### src/design/kmeans_iteration_engine_assert.svh
// assertion macros for the top-level design file kmeans_iteration_engine.sv
`ifndef KMEANS_ITERATION_ENGINE_ASSERT_SVH
`define KMEANS_ITERATION_ENGINE_ASSERT_SVH

`ifndef SYNTH
// a holds in a cycle, then b holds in that cycle
`define KIE_ASSERT_NOW(lbl, a, b, msg) \
  lbl: assert property (@(posedge clk) disable iff (!rst_n) (a) |-> (b)) else $error(msg);
// a holds in a cycle, then b holds in the next one
`define KIE_ASSERT_NEXT(lbl, a, b, msg) \
  lbl: assert property (@(posedge clk) disable iff (!rst_n) (a) |=> (b)) else $error(msg);
`else
`define KIE_ASSERT_NOW(lbl, a, b, msg)
`define KIE_ASSERT_NEXT(lbl, a, b, msg)
`endif

`endif

### src/design/kie_pkg.sv
package kie_pkg;

  localparam int COORD_W    = 16;
  localparam int CFG_W      = 16;
  localparam int DIST_W     = 38;
  localparam int OUT_DIST_W = 37;

  localparam logic [1:0] FUNC_LOAD   = 2'd0;
  localparam logic [1:0] FUNC_POINT  = 2'd1;
  localparam logic [1:0] FUNC_UPDATE = 2'd2;
  localparam logic [1:0] FUNC_READ   = 2'd3;

  localparam logic [1:0] KIND_ASSIGN = 2'd0;
  localparam logic [1:0] KIND_UPDATE = 2'd1;
  localparam logic [1:0] KIND_READ   = 2'd2;

  localparam logic [1:0] CFG_CLUSTER_COUNT  = 2'd0;
  localparam logic [1:0] CFG_DIMS_IN_USE    = 2'd1;
  localparam logic [1:0] CFG_MOVE_THRESHOLD = 2'd2;

  typedef struct packed {
    logic [1:0]                func;
    logic [3:0]                cluster_index;
    logic [4:0]                dim_index;
    logic signed [COORD_W-1:0] value;
  } in_item_t;

  typedef struct packed {
    logic [1:0]                kind;
    logic [3:0]                cluster;
    logic [OUT_DIST_W-1:0]     min_distance;
    logic                      converged;
    logic signed [COORD_W-1:0] read_value;
  } out_item_t;

  typedef struct packed {
    logic shift;
    logic square;
    logic accum;
    logic clear;
  } cell_ctrl_t;

endpackage

### src/design/kie_cell.sv
module kie_cell import kie_pkg::*; #(
  parameter int CELL_IDX = 0,
  parameter int IDX_W    = 4
) (
  input  logic                clk,
  input  logic                rst_n,
  input  cell_ctrl_t          ctrl,
  input  logic                active,
  input  logic [COORD_W-1:0]  coord_in,
  input  logic [COORD_W-1:0]  point_val,
  output logic [COORD_W-1:0]  coord_out,
  input  logic [DIST_W-1:0]   cand_dist_in,
  input  logic [IDX_W-1:0]    cand_idx_in,
  output logic [DIST_W-1:0]   cand_dist_out,
  output logic [IDX_W-1:0]    cand_idx_out
);

  logic [COORD_W-1:0]   coord_r;
  logic [2*COORD_W-1:0] sq_r;
  logic [DIST_W-1:0]    acc_r;
  logic [DIST_W-1:0]    cand_dist_r;
  logic [IDX_W-1:0]     cand_idx_r;

  logic signed [COORD_W:0] diff;
  logic [COORD_W-1:0]      mag;
  logic [DIST_W:0]         acc_sum;

  assign diff = $signed({coord_r[COORD_W-1], coord_r}) -
                $signed({point_val[COORD_W-1], point_val});
  assign mag  = diff[COORD_W] ? COORD_W'(-diff) : diff[COORD_W-1:0];
  assign acc_sum = {1'b0, acc_r} + (DIST_W + 1)'(sq_r);

  always_ff @(posedge clk) begin
    if (!rst_n) begin
      acc_r <= '0;
    end else if (ctrl.clear) begin
      acc_r <= '0;
    end else if (ctrl.accum && active) begin
      // saturate the running distance
      acc_r <= acc_sum[DIST_W] ? {DIST_W{1'b1}} : acc_sum[DIST_W-1:0];
    end
  end

  always_ff @(posedge clk) begin
    if (ctrl.shift) begin
      coord_r <= coord_in;
    end
    if (ctrl.square) begin
      sq_r <= mag * mag;
    end
    // strict compare keeps the lower index on ties
    if (active && (acc_r < cand_dist_in)) begin
      cand_dist_r <= acc_r;
      cand_idx_r  <= IDX_W'(CELL_IDX);
    end else begin
      cand_dist_r <= cand_dist_in;
      cand_idx_r  <= cand_idx_in;
    end
  end

  assign coord_out     = coord_r;
  assign cand_dist_out = cand_dist_r;
  assign cand_idx_out  = cand_idx_r;

endmodule

### config.mk
export PLATFORM = sky130hd
export DESIGN_NAME = kie_cell
export DESIGN_NICKNAME = d
export VERILOG_FILES = /design/src/design/kmeans_iteration_engine_assert.svh /design/src/design/kie_pkg.sv /design/src/design/kie_cell.sv
export SDC_FILE = /design/constraint.sdc
export NUM_CORES = 1
export LEC_CHECK = 0
export ABC_AREA = 1
export BUFFER_PORTS_ARGS = -buffer_cell sky130_fd_sc_hd__buf_4
export CAP_MARGIN = 20
export CORE_ASPECT_RATIO = 1.4
export CORE_UTILIZATION = 54
export DETAILED_ROUTE_END_ITERATION = 10
export PLACE_DENSITY = 0.78
export SLEW_MARGIN = 20
export SYNTH_ARGS = -nofsm -noshare
export SYNTH_HDL_FRONTEND = slang
export SYNTH_SLANG_ARGS = --single-unit
export TNS_END_PERCENT = 10
### constraint.sdc
create_clock -name clk -period 10.6 [get_ports clk]
set_clock_uncertainty 0.1 [all_clocks]
set_input_delay 1.06 -clock clk [delete_from_list [all_inputs] [get_ports clk]]
set_output_delay 1.06 -clock clk [all_outputs]
set_load 0.05 [all_outputs]
* Word level (Yosys, flattened, before mapping)
Index checks and enable logic that the tools add are counted.
** Storage, ports and cells
- Register bits after elaboration :: 128
- Input bits :: 81
- Logic and storage cells :: 17
** Operators by class
- Add/sub/neg operators :: 3
- $mul :: 1
- Magnitude comparators :: 1
- Multiplexer cells :: 3
- Bitwise gates (word level) :: 1
- Reductions and logical operators :: 3
** Operators by type and width (count)
- 2-to-1 mux 38 bit :: 2
- adder 38 x 32 -> 39 bit :: 1
- less-than comparator 38 bit :: 1
- multiplier 16 x 16 -> 32 bit :: 1
- subtractor 16 x 16 -> 17 bit :: 1
- 2-to-1 mux 16 bit :: 1
- negator 16 bit :: 1
- logical AND 1 bit :: 2
- OR reduction 2 bit :: 1
- inverter 1 bit :: 1

* Longest topological paths before layout
Gate-level depths: netlist of run 1.
- Depth in word-level cells :: 4
- Gate-level depth with buffers :: 43
- Mapped depth without buffers :: 42

* Worst setup path after synthesis of run 1
No wires, ideal clock.
- Kind :: input port to flip-flop
- Start :: in point_val[0]
- End :: reg sq_r[27] (data pin)
- Setup time :: 0.265 ns
- Arrival :: 7.741 ns
- Data required time :: 10.235 ns
- Slack :: 2.493 ns
- Stages on the path :: 35
- Cell sequence :: ha_1 > fa_1 > inv_1 > nand3_1 > nand2_2 > nand2_2 > nand2_2 > nand3_1 > nand3_1 > nand2_4 > or3_1 > nand2_2 > inv_2 > buf_6 > nor2_4 > inv_2 > fa_1 > inv_1 > fa_1 > inv_1 > fa_1 > inv_1 > fa_1 > fa_1 > inv_1 > fa_1 > inv_1 > ha_1 > a21oi_1 > o21ai_0 > a21oi_1 > o21bai_1 > a21oi_1 > o21ai_0 > xor2_1
** On the way
- Longest elaborated chain between the ends :: 4
** RTL lines
- from (decl) :: RTL line kie_cell.sv:10 : input logic [COORD_W-1:0] point_val,
- subtractor 16 x 16 -> 17 bit * :: RTL line kie_cell.sv:28 : assign diff = $signed({coord_r[COORD_W-1], coord_r}) -
- negator 16 bit :: RTL line kie_cell.sv:30 : assign mag = diff[COORD_W] ? COORD_W'(-diff) : diff[COORD_W-1:0];
- 2-to-1 mux 16 bit * :: RTL line kie_cell.sv:30
- multiplier 16 x 16 -> 32 bit * :: RTL line kie_cell.sv:49 : sq_r <= mag * mag;
- to (signal assigned) :: RTL line kie_cell.sv:49
- to (decl) :: RTL line kie_cell.sv:19 : logic [2*COORD_W-1:0] sq_r;
Every way passes the cells marked *; elsewhere a longest branch is shown, timed or not.
A chain may end at the register's enable or synchronous reset.

* Worst setup path in the final report of run 1
- Start :: in point_val[0]
- End :: reg sq_r[25] (data pin)
The elaborated chain is that of the path after synthesis.

==> impl_metrics.tcl, run 1 <==
set metrics [dict create \
    worst_slew_pin_slew_ns 0.969 \
    ys.warnings.count 0 \
    post-cts-setup-buffers 0 \
    drive_gt1_frac 0.125 \
    start_util 0.547 \
    post-synth-top-area-cell "fa_1" \
    ys_ff_latch 127 \
    slew_viol_final 0 \
    setup-violations-final 0 \
    cts_max_level 4 \
    hold_viol_final 0 \
    cts_root_buf "clkbuf_16" \
    antenna_found_initial 0 \
    critPathCapture "sq_r[25]" \
    synth-seq-area-share 0.189 \
    cp-startpoint "point_val[0]" \
    worst_path_most_repeated_cell "fa_1" \
    netlist_area_um2 15900 \
    ff2ff_setup_slack_ns 1.90 \
    die_y_um 205 \
    vias 13600 \
    die_area_um2 30200 \
    ys_types 55 \
    wl_per_cell_um 15.2 \
    wl_um 38700 \
    portBuffers 138 \
    netlist.area_leader.share 0.208 \
    hpwl_um 32200 \
    finalCriticalPeriod_ns 9.01 \
    final_cell_mix "inv_1 (432), nand2_1 (343), nor2_1 (183), ha_1 (182), fa_1 (165)" \
    fin_tns_setup_ns 0 \
    fin_nets 2577 \
    viasPerCell 5.35 \
    grt_usage 0.268 \
    crit_path_max_fanout 20 \
    syn_avg_cell_area_um2 7.89 \
    fin_cells 2542 \
    grt_max_degree 48 \
    dr.pass1.iters 5 \
    io-pin-count 139 \
    synth_top_family_by_area "adder cells" \
    ant_nets 0 \
    syn_nets 2446 \
    syn_inst 2018 \
    clock_path_buffers 2 \
    area_growth_pct 12.3 \
    synth_compound_area_frac 0.108 \
    r2r-start "coord_out[0]" \
    drtIter0Drc 718 \
    die_x_um 147 \
    grt_first_pass_wirelength_um 63800 \
    slew_headroom 0.352 \
    drc 0 \
    rsz0062_at_grt "false" \
    crit_type "primary input to flip-flop" \
    cts_tree "yes" \
    synthTopCellsByArea "fa_1 (21%), ha_1 (14%), inv_1 (10%), dfxtp_1 (10%), edfxtp_1 (8.9%)" \
    fin_crit_sh 0.850 \
    yosys.area_share.xor_xnor 0.0401 \
    async_flop_share 0 \
    status "completed" \
    clock_latency_ns 0.44 \
    ctsHoldBuffers 0 \
    r2r_end "sq_r[25]" \
    muxShareOfSynthArea 0 \
    cp.arrival_ns 9.10 \
    min-delay-start "acc_r[34]" \
    core_region_area_um2 29100 \
    synth_edf_count 47 \
    synthAdderAreaFrac 0.351 \
    layout.cells.most_common "inv_1" \
    cts_made_buffers 17 \
    required_ns 10.69 \
    hold_class "flip-flop to flip-flop" \
    place_congestion 0.985 \
    rows 74 \
    clock.fmax_ghz 0.111 \
    grt_overflow_total 0 \
    yosys.area_share.simple 0.190 \
    ctsResizeCount 0 \
    reg2reg_depth 29 \
    clk_pin_slew_worst_paths_ns 0.06 \
    critPathSlowestCell "ha_1" \
    dp_cells 2510 \
    grt_pass1_vias 14300 \
    worst_setup_path_start_kind "primary input" \
    num_antenna_cells 0 \
    numClockSinks 127 \
    end_kind "flip-flop" \
    maxCapViolations 0 \
    synth_ff_type "dfxtp_1" \
    slowest_delay_ns 0.82 \
]
## routing by layer
layer  global-route usage  part of all wire  vias to the layer above
li1                     -                 -                     6623
met1                0.263              0.36                     6289
met2                0.521              0.53                      518
met3               0.0327             0.047                      159
met4                0.174             0.058                        0
met5                    0                 0                        -
## logic make-up (layout without fill, tap and decap cells)
kind of cell | Yosys count | in the layout
and+or+nand+nor | 692 | 692
buffers and inverters | 493 | 637
adders and majority gates | 347 | 347
AOI/OAI and AO/OA | 290 | 290
DFF | 127 | 127
xor gates and xnor gates | 69 | 69
## worst min path at each step
| stage | slack, ns | to | depth (start not counted) |
|---|---|---|---|
| 2_1_floorplan | 0.38 | acc_r[34] | 2 |
| 3_3_place_gp | 0.40 | acc_r[34] | 2 |
| 3_5_place_dp | 0.41 | acc_r[34] | 2 |
| 4_1_cts | 0.41 | acc_r[34] | 2 |
| 5_1_grt | 0.42 | acc_r[34] | 2 |
| 6_report | 0.41 | acc_r[34] | 2 |
## worst max-delay path, delay by kind of cell
family / cells / cell delay, ns
AOI/OAI and AO/OA: 5 / 1.39
adders and majority gates: 9 / 4.55
and+or+nand+nor: 8 / 1.26
xor gates and xnor gates: 1 / 0.15
buffers and inverters: 6 / 0.65
## through the flow
stage / hold WS (ns) / setup WS [ns] / area [um2] / utilization
global route: 0.424 / 1.21 / 17900 / 0.615
floorplan: 0.379 / 2.49 / 15900 / -
finish: 0.412 / 1.59 / 17900 / 0.615
CTS: 0.414 / 1.69 / 17900 / 0.615
global placement: 0.403 / 1.48 / 17300 / 0.594
detailed placement: 0.408 / 1.29 / 17300 / 0.594
## synthesized netlist by cell type (all sizes together) (2+ instances only)
cell type and count:
a21boi 4, edfxtp 47, a221oi 8, nor2 211, xor2 47, a21oi 126
a21o 14, o21bai 13, clkinv 2, fa 165, nand3b 2, and3 4
nor4 5, ha 182, o221a 3, inv 460, a31oi 18, o211ai 5
nand3 74, o21ai 79, nand4 16, o21a 3, buf 14, dfxtp 80
nand2 362, xnor2 22, nor3 11, a211oi 2, a31o 3, or2 4
o221ai 9, clkbuf 17, and2 2
## registers in the layout (all words and copies together) (netlist names)
| name | count |
|---|---|
| acc_r | 38 |
| cand_dist_out | 38 |
| cand_idx_out | 4 |
| coord_out | 16 |
| sq_r | 31 |
## area by class of cell
class	count	area, um2
Tap cell	380	475
Inverter	462	1740
Timing Repair Buffer	143	1070
Sequential cell	127	3010
Clock inverter	13	148
Clock buffer	19	454
Fill cell	2521	11200
Multi-Input combinational cell	1398	11000
Power of run 1 is left out: the tool's default activity adds up to more than one toggle a clock period on the data nets, which glitch-free logic cannot reach.
==> run 2: changes to the inputs <==
Settings changed: PLACE_DENSITY 0.78 to 0.81.
Clock period 10.6 ns to 8.1 ns, I/O delays scaled along.
==> impl_metrics.tcl, run 2 (synthesis results as in run 1) <==
set metrics [dict create \
    status "completed" \
    whs_path_depth 2 \
    r2r-start "coord_out[0]" \
    die_x_um 147 \
    cts_max_level 4 \
    min_to "acc_r[34]" \
    die_y_um 205 \
    drc 0 \
    grt_overflow_total 0 \
    core_region_area_um2 29100 \
    ctsHoldBuffers 0 \
    ff2ff_setup_slack_ns 0.25 \
    io-pin-count 139 \
    clock.fmax_ghz 0.126 \
    clock_path_buffers 2 \
    start_util 0.547 \
    min-delay-start "acc_r[34]" \
    place_congestion 0.999 \
    vias 14300 \
    reg2reg_depth 32 \
    cts_root_buf "clkbuf_16" \
    clock_latency_ns 0.44 \
    grt_pass1_vias 15000 \
    grt_first_pass_wirelength_um 67400 \
    antenna_found_initial 0 \
    register_area_um2 3010 \
    slowest_delay_ns 0.58 \
    num-fill-cells 2323 \
    fin_nets 2714 \
    grt_usage 0.284 \
    worst_setup_path_start_kind "primary input" \
    final_util 0.661 \
    layout.cells.most_common "inv_1" \
    worst_slew_pin_slew_ns 0.902 \
    numClockSinks 127 \
    r2r_end "sq_r[30]" \
    cp.arrival_ns 8.02 \
    portBuffers 138 \
    drive_gt1_frac 0.201 \
    multi_input_area_um2 11300 \
    wl_per_cell_um 15.8 \
    final_cell_mix "inv_1 (431), nand2_1 (337), buf_4 (279), nor2_1 (175), ha_1 (170)" \
    dr.pass1.iters 8 \
    die_area_um2 30200 \
    end_kind "flip-flop" \
    maxCapViolations 0 \
    finalCriticalPeriod_ns 7.93 \
    hpwl_um 34100 \
    num_antenna_cells 0 \
    hold_class "flip-flop to flip-flop" \
    rows 74 \
    clk_pin_slew_worst_paths_ns 0.06 \
    drtIter0Drc 685 \
    wl_um 42300 \
    fin_crit_sh 0.979 \
    hold_viol_final 0 \
    crit_type "primary input to flip-flop" \
    cts_tree "yes" \
    critPathSlowestCell "fa_1" \
    slew_headroom 0.397 \
    required_ns 8.19 \
    worst_path_most_repeated_cell "fa_1" \
    viasPerCell 5.35 \
    grt_max_degree 47 \
    ant_nets 0 \
    area_growth_pct 20.7 \
    cts_made_buffers 17 \
    crit_path_max_fanout 4 \
    slew_viol_final 0 \
    setup-violations-final 0 \
]
[run 2: layout make-up]
cell class,instances,area share
Tap cell,380,0.0248
Clock buffer,19,0.0236
Multi-Input combinational cell,1398,0.587
Sequential cell,127,0.157
Inverter,462,0.0911
Timing Repair Buffer,280,0.110
Clock inverter,13,0.00652
[run 2: critical path: cells and delay by family]
| kind | cells | cell delay [ns] |
|---|---|---|
| adders and majority gates | 9 | 4.24 |
| buffers and inverters | 6 | 0.63 |
| and+or+nand+nor | 12 | 1.36 |
| AOI/OAI and AO/OA | 4 | 0.83 |
| xor gates and xnor gates | 1 | 0.15 |
[run 2: repair_timing]
item / in CTS / in global routing
buffers inserted: 0 / 5
endpoints found under the setup margin: 1 / 15
endpoints found under the hold margin: 0 / 0
gates resized for setup: 1 / 68
pin swaps: 0 / 17
[run 2: metal layers]
layer	wire [um]	up-vias	GRT usage
met5	0	-	0
met4	2960	0	0.193
met3	1730	183	0.0412
met2	23000	499	0.567
met1	14600	6768	0.260
li1	-	6892	-
[run 2: per-stage QoR]
stage | setup WS [ns] | setup TNS [ns] | instance area, um2 | hold WS [ns] | instances
final | 0.170 | 0 | 19200 | 0.425 | 2679
after CTS | 0.0877 | 0 | 18900 | 0.425 | 2674
after global placement | -0.217 | -0.537 | 18300 | 0.405 | 2642
after global routing | -0.132 | -0.606 | 19200 | 0.433 | 2679
after detailed placement | -0.407 | -3.05 | 18300 | 0.412 | 2642
after floorplan | 0.243 | 0 | 15900 | 0.379 | 2018
[run 2: how the worst max path moves through the flow]
stage	from	to	slack, ns
floorplan	point_val[0]	sq_r[27]	0.24
global placement	point_val[0]	sq_r[27]	-0.22
detailed placement	point_val[0]	sq_r[27]	-0.41
CTS	point_val[0]	sq_r[27]	0.09
global route	point_val[0]	sq_r[30]	-0.13
finish	point_val[0]	sq_r[30]	0.17
Power of run 2 is left out for the same reason.
