<file path="src/design/kmeans_iteration_engine_assert.svh">
// assertion macros for the top-level design file kmeans_iteration_engine.sv
`ifndef KMEANS_ITERATION_ENGINE_ASSERT_SVH
`define KMEANS_ITERATION_ENGINE_ASSERT_SVH

`ifndef SYNTH
// a holds in a cycle, then b holds in that cycle
`define KIE_ASSERT_NOW(lbl, a, b, msg) \
  lbl: assert property (@(posedge clk) disable iff (!rst_n) (a) |-> (b)) else $error(msg);
// a holds in a cycle, then b holds in the next one
`define KIE_ASSERT_NEXT(lbl, a, b, msg) \
  lbl: assert property (@(posedge clk) disable iff (!rst_n) (a) |=> (b)) else $error(msg);
`else
`define KIE_ASSERT_NOW(lbl, a, b, msg)
`define KIE_ASSERT_NEXT(lbl, a, b, msg)
`endif

`endif

</file>
<file path="src/design/kie_divider.sv">
module kie_divider #(
  parameter int DW = 33,
  parameter int VW = 17
) (
  input  logic          clk,
  input  logic          rst_n,
  input  logic          start,
  input  logic [DW-1:0] dividend,
  input  logic [VW-1:0] divisor,
  output logic          done,
  output logic [DW-1:0] quotient
);

  localparam int CW = $clog2(DW + 1);

  logic [CW-1:0] cnt_r;
  logic          done_r;
  logic [DW-1:0] quo_r;
  logic [VW-1:0] rem_r;
  logic [VW-1:0] div_r;

  logic [VW:0] trial;
  logic        take;

  assign trial = {rem_r, quo_r[DW-1]};
  assign take  = trial >= {1'b0, div_r};

  always_ff @(posedge clk) begin
    if (!rst_n) begin
      cnt_r  <= '0;
      done_r <= 1'b0;
    end else if (start) begin
      cnt_r  <= CW'(DW);
      done_r <= 1'b0;
    end else begin
      done_r <= (cnt_r == CW'(1));
      if (cnt_r != '0) begin
        cnt_r <= cnt_r - CW'(1);
      end
    end
  end

  // restoring division, one quotient bit a cycle
  always_ff @(posedge clk) begin
    if (start) begin
      quo_r <= dividend;
      rem_r <= '0;
      div_r <= divisor;
    end else if (cnt_r != '0) begin
      quo_r <= {quo_r[DW-2:0], take};
      rem_r <= take ? VW'(trial - {1'b0, div_r}) : trial[VW-1:0];
    end
  end

  assign done     = done_r;
  assign quotient = quo_r;

endmodule

</file>
<file path="config.mk">
export PLATFORM = sky130hd
export DESIGN_NAME = kie_divider
export DESIGN_NICKNAME = d
export VERILOG_FILES = /design/src/design/kmeans_iteration_engine_assert.svh /design/src/design/kie_divider.sv
export SDC_FILE = /design/constraint.sdc
export NUM_CORES = 1
export LEC_CHECK = 0
export BUFFER_PORTS_ARGS = -buffer_cell sky130_fd_sc_hd__buf_2
export CAP_MARGIN = 20
export CORE_MARGIN = 5
export CORE_UTILIZATION = 59
export CTS_CLUSTER_SIZE = 24
export DETAILED_ROUTE_END_ITERATION = 8
export PLACE_DENSITY = 0.95
export SLEW_MARGIN = 10
export SYNTH_ARGS = -nofsm -noshare
export SYNTH_HDL_FRONTEND = slang
export SYNTH_SLANG_ARGS = --single-unit
</file>
<file path="constraint.sdc">
create_clock -name clk -period 5.5 [get_ports clk]
set_clock_uncertainty 0.05 [all_clocks]
set_input_delay 1.65 -clock clk [delete_from_list [all_inputs] [get_ports clk]]
set_output_delay 1.65 -clock clk [all_outputs]
set_load 0.02 [all_outputs]
</file>
# --- Yosys cells after proc, flatten, opt, wreduce, memory -nomap -nowiden ---
# Cells that the tools add are included.
totals:
  register_bits: 74
  input_bits: 53
  out_inout_bits: 34
  word_cells: 19
classes:
  addsub: 2
  n_lt_le_gt_ge: 1
  n_eq_ne: 1
  muxes: 5
  n_bitwise: 1
  reduce_logical: 3
op_table:
  columns: ["cell", "n"]
  rows:
  - ["$mux W33", 2]
  - ["$ge A18 B17 Y1", 1]
  - ["$mux W17", 1]
  - ["$sub A17 B17 Y17", 1]
  - ["$mux W6", 2]
  - ["$eq A6 B1 Y1 const B", 1]
  - ["$reduce_bool A6 Y1", 1]
  - ["$sub A6 B1 Y6 const B", 1]
  - ["$reduce_bool A2 Y1", 1]
  - ["$reduce_or A2 Y1", 1]
  - ["$not A1 Y1", 1]

# --- Logic depth before layout (Yosys ltp) ---
# Gate-level depths: netlist of the first run.
depth:
  word_depth: 3
  mapped_depth: 13
  depth_no_buf: 11

# --- Least setup slack after synthesis of the first run ---
# No wires, ideal clock.
synth_path:
  kind: "input to register"
  startpoint: "input port start"
  endpoint: "register quo_r[0] (netlist: quotient[0]) (enable)"
  setup_time_ns: 0.484
  arrival_ns: 2.667
  required_time_ns: 4.966
  setup_slack_ns: 2.299
  stages: 3
  path_buffers: 1
  path_cell_list: "inv_1 > clkbuf_1 > nand2_1"
synth_between:
  elab_chain_len: 1
synth_lines:
  columns: ["element", "line_no", "text"]
  rows:
  - ["start: declaration", "kie_divider.sv:7", "input logic start,"]
  - ["$reduce_bool A2 Y1 (no source line)", null, null]
  - ["end signal: assignment", "kie_divider.sv:46", "quo_r <= dividend;"]
  - ["end signal: assignment", "kie_divider.sv:50", "quo_r <= {quo_r[DW-2:0], take};"]
  - ["end: declaration", "kie_divider.sv:18", "logic [DW-1:0] quo_r;"]
# No other way between the ends.
# A chain may end at the register's enable or synchronous reset.

# --- Worst setup path after layout of the first run ---
layout_path:
  startpoint: "input port start"
  endpoint: "register quo_r[27] (netlist: quotient[27]) (enable)"
# The elaborated chain is that of the path after synthesis.

==> results of run 1 <==
-- through the flow --
| step | std cells | cell area [um2] |
|---|---|---|
| global route | 522 | 4560 |
| global placement | 505 | 4390 |
| CTS | 521 | 4560 |
| floorplan | 357 | 3950 |
| detailed placement | 505 | 4390 |
| finish | 522 | 4560 |
-- per-layer routing --
metal / vias up / wire (um) / GRT usage
li1: 1479 / - / -
met1: 1453 / 3420 / 0.258
met2: 121 / 4260 / 0.363
met3: 20 / 820 / 0.0949
met4: 0 / 171 / 0.0631
met5: - / 0 / 0
-- final timing paths --
kind / slack [ns] / endpoint
max: 2.16 / quotient[27]
max reg2reg: 2.21 / rem_r[7]
min reg2reg: 0.45 / rem_r[2]
min: 0.45 / rem_r[2]
-- layout by cell type, fill, tap and decap left out, types with 3 or more instances in the layout --
cell type / synthesis / final
a211oi_1: 5 / 5
a21oi_1: 23 / 23
a311oi_1: 6 / 6
buf_2: 1 / 86
buf_4: 3 / 3
clkbuf_1: 9 / 3
clkbuf_8: 0 / 9
dfxtp_1: 24 / 24
edfxtp_1: 50 / 50
ha_1: 20 / 20
inv_1: 25 / 25
mux2_2: 33 / 33
nand2_1: 29 / 29
nand2b_1: 3 / 3
nand3_1: 12 / 12
nand4_1: 7 / 7
nor2_1: 23 / 23
nor3_1: 6 / 6
nor4_1: 3 / 3
o211ai_1: 4 / 4
o21ai_0: 15 / 15
xnor2_1: 13 / 13
-- cell type report --
class	count	area (um2)
clock buffers	12	135
flip-flops and latches	74	1980
clock inverters	4	28.8
fillers	468	1860
repair buffers	89	453
inverters	25	93.8
multi-input cells	241	1770
well taps	77	96.3
-- sequential cells by signal (all words and copies together), names as in the netlist --
name      count
quotient     33
cnt_r         6
rem_r        17
div_r        17
done          1
-- report_power, final --
| group | leakage, nW | internal [W] | switching (W) |
|---|---|---|---|
| Combinational | 1.12 | 0.000397 | 0.000611 |
| Sequential | 0.707 | 0.000747 | 0.0000930 |
| Clock | 0.0782 | 0.000164 | 0.000198 |
-- cells by family (layout without fill, tap and decap cells) --
family / Yosys count / count (layout) / share of synthesized area
AO/OA/AOI/OAI: 77 / 77 / 0.137
XOR/XNOR: 15 / 15 / 0.0333
adder cells (fa/ha/maj): 21 / 21 / 0.0685
buffers and inverters: 42 / 130 / 0.0479
flip-flops: 74 / 74 / 0.502
multiplexers: 33 / 33 / 0.0942
AND/OR/NAND/NOR: 95 / 95 / 0.117
-- tightest hold or removal path: stages, from the launching register on --
cell	delay, ns
dfxtp_1	0.34
nand2_1	0.06
a21oi_1	0.06
==> impl_metrics.toml, run 1 <==
[outcome]
run_status = "completed"

[clock_tree]
clkLatencyLatePin_ns = 0.35
cts-resized-gates = 0
tritoncts = "done"
cts_made_buffers = 9
path_clk_slew_ns = 0.08
cts_num_sinks = 74
clockBufferDepth = 2
cts-root-buf = "clkbuf_8"
cts.htree.levels = 3
setup_fix_buffers_added_after_clock_tree_synthesis = 0
hold_buffer_count_at_cts = 0

[timing]
final_hold_viol_count = 0
timing.final.crit_period_ns = 3.34
layout_worst_path_cycle_share = 0.607
rsz0062_at_grt = "no"
hold-worst-slack_ns = 0.453
worstMarginPinSlew_ns = 1.01
maxClockFrequency_mhz = 299
timing.setup.tns_ns = 0
finalSetupViolations = 0
slew-limit-headroom = 0.307
slew_violations = 0
layout_setup_ws_ns = 2.16

[critical_path]
worstPathMaxFanout = 39
crit_start = "start"
critPathTopFamily = "buffers and inverters"
worst-path-stages = 4
crit_type = "input port to flip-flop"
crit_chain = "buf_2 > inv_1 > nand2_1 > buf_4"
worst_setup_path_start_kind = "input port"
cp_buf_inv_count = 3
setup.worst_path.end_class = "flip-flop"
critical-path-max-stage-delay_ns = 0.65
cp_data_required_time_ns = 5.46
r2r.worst_path.cells = 12
r2r-start = "quotient[32]"
crit_slowest_cell = "buf_2"
worst-endpoint-arrival_ns = 3.29

[min_path]
hold_path.startpoint = "rem_r[2]"
holdPathStages = 2
hold_path.class = "flip-flop to flip-flop"

[finish]
drive_above_1_share = 0.321
area.growth.synth_to_final_pct = 15.7
diodes_inserted = 0
postLayoutCoreUtil = 0.711
final_net_count = 514

[synthesis]
synth.net_count = 431
synth.top_cells.by_count = "edfxtp_1, mux2_2, nand2_1"
syn_avg_cell_area_um2 = 11.1
synthDominantCellAreaShare = 0.381
yosysUniqueCellTypes = 56
synth_edf_count = 50
synthMostInstantiatedCell = "edfxtp_1"
synth_async_sr_flop_share = 0
yosys_most_used_dff = "edfxtp_1"
post_synth_inst_count = 357
synth.largest_area_cell = "edfxtp_1"
yosys-top-cells-area = "edfxtp_1, dfxtp_1, mux2_2"
yosysSeqAreaShare = 0.502
synth.ff_latch_count = 74
post_synth_instance_area_um2 = 3950
count_of_warnings_emitted_by_yosys = 0

[grt]
grt_pass1_wl_um = 14700
grt_start_max_net_pins = 40
antenna_found_initial = 0
grt_overflow_total = 0
combined_global_route_utilization_of_all_metal_layers = 0.218
grt_pass1_vias = 3169

[detailed_routing]
route.detailed.vias_per_inst = 5.89
detail-route-antenna-nets = 0
remaining_drc_errors = 0
drt_pre_antenna_iters = 4
detailroute.via_count = 3073
first_iter_violations = 229
routedWlPerCell_um = 16.6
routed_wirelength_um = 8660

[power]
peakVddDrop_v = 0.000320
post-layout-total-power_w = 0.00221
p_leak_nw = 1.91
cellPowerDensity_nw_per_um2 = 484

[place]
place.port_buffers = 86
dpl.hpwl_um = 6220
gp_routability_congestion = 0.886
place_worst_setup_slack_ns = 1.78

[die]
placeableCoreArea_um2 = 6420
total_die_area_um2 = 8420
std_cell_rows = 29
io_pins = 87
die_y_extent_um = 91.8
effective_utilization_at_floorplan = 0.614
die_x_um = 91.8

[run]
maxCapViolCount = 0
(Power assumes the default switching activity.)
==> run 2, diff against run 1 <==
CORE_UTILIZATION = 54   (was 59)
PLACE_DENSITY = 0.88   (was 0.95)
clock period = 3.2 ns   (was 5.5 ns; I/O delays follow)
==> impl_metrics.toml, run 2 (synthesis results as in run 1) <==
[detailed_routing]
first_iter_violations = 148
routed_wirelength_um = 9020
remaining_drc_errors = 0
drt_pre_antenna_iters = 6
detailroute.via_count = 3100
route.detailed.vias_per_inst = 5.63
detail-route-antenna-nets = 0
routedWlPerCell_um = 16.4

[critical_path]
critPathTopFamily = "compound AO/OA/AOI/OAI gates"
worst_setup_path_start_kind = "flip-flop"
worst-endpoint-arrival_ns = 3.10
cp_data_required_time_ns = 3.44
critical-path-max-stage-delay_ns = 0.41
crit_slowest_cell = "edfxtp_1"
worstPathMaxFanout = 9
crit_chain = "inv_1 > ha_1 > inv_1 > fa_1 > a211oi_1 > o21ai_2 > a21oi_2 > a2111oi_4 > or2_1 > buf_4 > o31ai_1 > a22o_1"
cp_buf_inv_count = 3
setup.worst_path.end_class = "flip-flop"
timing.critical_path.mode_cell = "inv_1"
crit_type = "flip-flop to flip-flop"

[grt]
grt_pass1_vias = 3222
antenna_found_initial = 0
grt_overflow_total = 0
grt_pass1_wl_um = 14800
combined_global_route_utilization_of_all_metal_layers = 0.213
grt_start_max_net_pins = 38

[clock_tree]
tritoncts = "done"
cts_made_buffers = 9
clockBufferDepth = 2
hold_buffer_count_at_cts = 0
path_clk_slew_ns = 0.08
cts-resized-gates = 0
cts.htree.levels = 3
setup_fix_buffers_added_after_clock_tree_synthesis = 0
cts_num_sinks = 74
clkLatencyLatePin_ns = 0.35
cts-root-buf = "clkbuf_8"

[place]
gp_routability_congestion = 0.869
postPlaceCellArea_um2 = 4490
place_worst_setup_slack_ns = 0.368
place.port_buffers = 86
placed_insts = 536
dpl.hpwl_um = 6690

[power]
cellPowerDensity_nw_per_um2 = 864
power_report.internal_total_w = 0.00252
p_leak_nw = 1.98
power_frac_seq = 0.354
power_switching_share = 0.381
combinationalPowerShare = 0.437
peakVddDrop_v = 0.000466
p_clk_frac = 0.209
switchingPower_w = 0.00155

[finish]
postLayoutCellArea_um2 = 4720
drive_above_1_share = 0.336
instances_no_fill = 551
final_net_count = 522
diodes_inserted = 0
layout.cells.most_common = "buf_2"
most-common-layout-cells = "buf_2, edfxtp_1, mux2_2"
area.growth.synth_to_final_pct = 19.6
fillers = 567
largest_register_ff_count = 33

[timing]
worstMarginPinSlew_ns = 0.474
final_hold_viol_count = 0
layout_worst_path_cycle_share = 0.894
timing.final.crit_period_ns = 2.86
slew-limit-headroom = 0.684
rsz0062_at_grt = "no"
timing.setup.tns_ns = 0
layout_setup_ws_ns = 0.340
maxClockFrequency_mhz = 350
slew_violations = 0
finalSetupViolations = 0
hold-worst-slack_ns = 0.449

[die]
std_cell_rows = 31
total_die_area_um2 = 9110
io_pins = 87
die_x_um = 95.5
placeableCoreArea_um2 = 7180
die_y_extent_um = 95.5
effective_utilization_at_floorplan = 0.550

[run]
maxCapViolCount = 0

[min_path]
hold_path.class = "flip-flop to flip-flop"

[outcome]
run_status = "completed"
[run 2: worst reg2reg max path: stages, from the launching register on]
cell,delay (ns)
edfxtp_1,0.41
inv_1,0.08
ha_1,0.15
inv_1,0.05
fa_1,0.41
a211oi_1,0.30
o21ai_2,0.13
a21oi_2,0.26
a2111oi_4,0.12
or2_1,0.29
buf_4,0.19
o31ai_1,0.22
a22o_1,0.15
[run 2: final cells by class]
class,instances,area (um2),share of cell area
Tap cell,99,124,0.0263
Multi-Input combinational cell,241,1770,0.376
Timing Repair Buffer,97,513,0.109
Inverter,25,93.8,0.0199
Clock buffer,9,124,0.0263
Sequential cell,74,1980,0.420
Clock inverter,6,106,0.0225
[run 2: final timing paths]
check | depth (start not counted) | slack (ns) | to | startpoint
setup / recovery | 12 | 0.34 | rem_r[12] | quotient[32]
hold / removal | 2 | 0.45 | rem_r[5] | rem_r[4]
setup reg to reg | 12 | 0.34 | rem_r[12] | quotient[32]
hold reg to reg | 2 | 0.45 | rem_r[5] | rem_r[4]
[run 2: metrics by stage]
stage | util | power (W)
2_1_floorplan | - | 0.00279
3_3_place_gp | 0.625 | 0.00315
3_5_place_dp | 0.625 | 0.00322
4_1_cts | 0.657 | 0.00409
5_1_grt | 0.657 | 0.00435
6_report | 0.657 | 0.00408
[run 2: layer usage]
| layer | part of all wire | vias to the layer above | global-route usage |
|---|---|---|---|
| met5 | 0 | - | 0 |
| met4 | 0.019 | 0 | 0.102 |
| met3 | 0.075 | 15 | 0.0545 |
| met2 | 0.50 | 108 | 0.365 |
| met1 | 0.40 | 1481 | 0.248 |
| li1 | - | 1496 | - |
[run 2: power by group through the flow]
stage | registers, W | logic [W] | clock network (W)
2_1_floorplan | 0.00155 | 0.00125 | 0
3_3_place_gp | 0.00145 | 0.00170 | 0
3_5_place_dp | 0.00146 | 0.00176 | 0
4_1_cts | 0.00145 | 0.00178 | 0.000862
5_1_grt | 0.00148 | 0.00197 | 0.000902
6_report | 0.00144 | 0.00178 | 0.000851
==> run 3, diff against run 2 <==
RECOVER_POWER = 50   (was default)
==> impl_metrics.toml, run 3 (synthesis results as in run 1) <==
[outcome]
failed_checks = "capacitance limit, slew limit"
run_status = "complete, but fails checks"

[detailed_routing]
detailroute.via_count = 3105
remaining_drc_errors = 0
route.detailed.vias_per_inst = 5.64
drt_pre_antenna_iters = 4
routed_wirelength_um = 9070
first_iter_violations = 152
detail-route-antenna-nets = 0
routedWlPerCell_um = 16.5

[die]
die_x_um = 95.5
die_y_extent_um = 95.5
io_pins = 87
effective_utilization_at_floorplan = 0.550
placeableCoreArea_um2 = 7180
std_cell_rows = 31
total_die_area_um2 = 9110

[place]
dpl.hpwl_um = 6690
place_worst_setup_slack_ns = 0.368
place.port_buffers = 86
gp_routability_congestion = 0.869

[finish]
fillers = 576
layout.cells.most_common = "buf_2"
most-common-layout-cells = "buf_2, edfxtp_1, mux2_2"
largest_register_ff_count = 33
seq_area_um2 = 1980
final_net_count = 522
diodes_inserted = 0
multi_input_comb_area_um2 = 1770
drive_above_1_share = 0.314
area.growth.synth_to_final_pct = 19.0

[clock_tree]
cts-resized-gates = 0
setup_fix_buffers_added_after_clock_tree_synthesis = 0
cts-root-buf = "clkbuf_8"
clockBufferDepth = 2
cts.htree.levels = 3
cts_num_sinks = 74
hold_buffer_count_at_cts = 0
clkLatencyLatePin_ns = 0.35
path_clk_slew_ns = 0.08
cts_made_buffers = 9
tritoncts = "done"

[timing]
timing.setup.tns_ns = 0
worstMarginPinSlew_ns = 1.92
maxClockFrequency_mhz = 341
slew_violations = 38
final_hold_viol_count = 0
rsz0062_at_grt = "no"
timing.final.crit_period_ns = 2.94
slew-limit-headroom = -0.283
layout_worst_path_cycle_share = 0.917
finalSetupViolations = 0
layout_setup_ws_ns = 0.265

[critical_path]
setup.worst_path.end_class = "flip-flop"
crit_type = "input port to flip-flop"
worstPathMaxFanout = 37
worst_setup_path_start_kind = "input port"
worst-endpoint-arrival_ns = 2.98
critical-path-max-stage-delay_ns = 1.39
critPathTopFamily = "buffers and inverters"
crit_slowest_cell = "clkbuf_1"
cp_buf_inv_count = 2
crit_chain = "clkbuf_1 > clkbuf_1 > mux2_2"
cp_data_required_time_ns = 3.24
timing.critical_path.mode_cell = "clkbuf_1"

[power]
combinationalPowerShare = 0.436
power_frac_seq = 0.355
cellPowerDensity_nw_per_um2 = 867
p_leak_nw = 1.95
power_switching_share = 0.382
p_clk_frac = 0.209
switchingPower_w = 0.00156
peakVddDrop_v = 0.000465
power_report.internal_total_w = 0.00252

[run]
maxCapViolCount = 1

[grt]
grt_overflow_total = 0
grt_pass1_wl_um = 14800
grt_pass1_vias = 3222
antenna_found_initial = 0
grt_start_max_net_pins = 38
combined_global_route_utilization_of_all_metal_layers = 0.213

[min_path]
hold_path.class = "flip-flop to flip-flop"
## run 3: power by group through the flow
stage	logic, W	clock network, W	registers [W]
2_1_floorplan	0.00125	0	0.00155
3_3_place_gp	0.00170	0	0.00145
3_5_place_dp	0.00176	0	0.00146
4_1_cts	0.00178	0.000862	0.00145
5_1_grt	0.00197	0.000902	0.00148
6_report	0.00178	0.000850	0.00145
## run 3: worst min-delay path: stages (launching register included)
cell	delay [ns]
dfxtp_1	0.33
nand2_1	0.06
a311oi_1	0.08
## run 3: final cells by class
type / instances / share of cell area
Sequential cell: 74 / 0.422
Multi-Input combinational cell: 241 / 0.378
Timing Repair Buffer: 97 / 0.105
Clock buffer: 9 / 0.0264
Tap cell: 99 / 0.0264
Clock inverter: 6 / 0.0226
Inverter: 25 / 0.0200
## run 3: routing by layer
layer  vias up  share of wire  global-route usage
met5         -              0                   0
met4         0          0.018               0.102
met3        13          0.077              0.0545
met2       109           0.51               0.365
met1      1486           0.40               0.248
li1       1497              -                   -
## run 3: path summary, 6_finish.rpt
path / start / end / slack (ns) / depth (start not counted)
max: start / quotient[3] / 0.26 / 3
min: rem_r[4] / rem_r[5] / 0.45 / 2
max reg2reg: quotient[32] / rem_r[0] / 0.35 / 12
min reg2reg: rem_r[4] / rem_r[5] / 0.45 / 2
## run 3: per-stage QoR
step / utilization / std cells / hold slack (ns) / instance area (um2) / total power (W)
floorplan: - / 357 / 0.404 / 3950 / 0.00279
global placement: 0.625 / 536 / 0.434 / 4490 / 0.00315
detailed placement: 0.625 / 536 / 0.445 / 4490 / 0.00322
CTS: 0.657 / 551 / 0.457 / 4720 / 0.00409
global route: 0.654 / 551 / 0.490 / 4700 / 0.00435
finish: 0.654 / 551 / 0.448 / 4700 / 0.00407
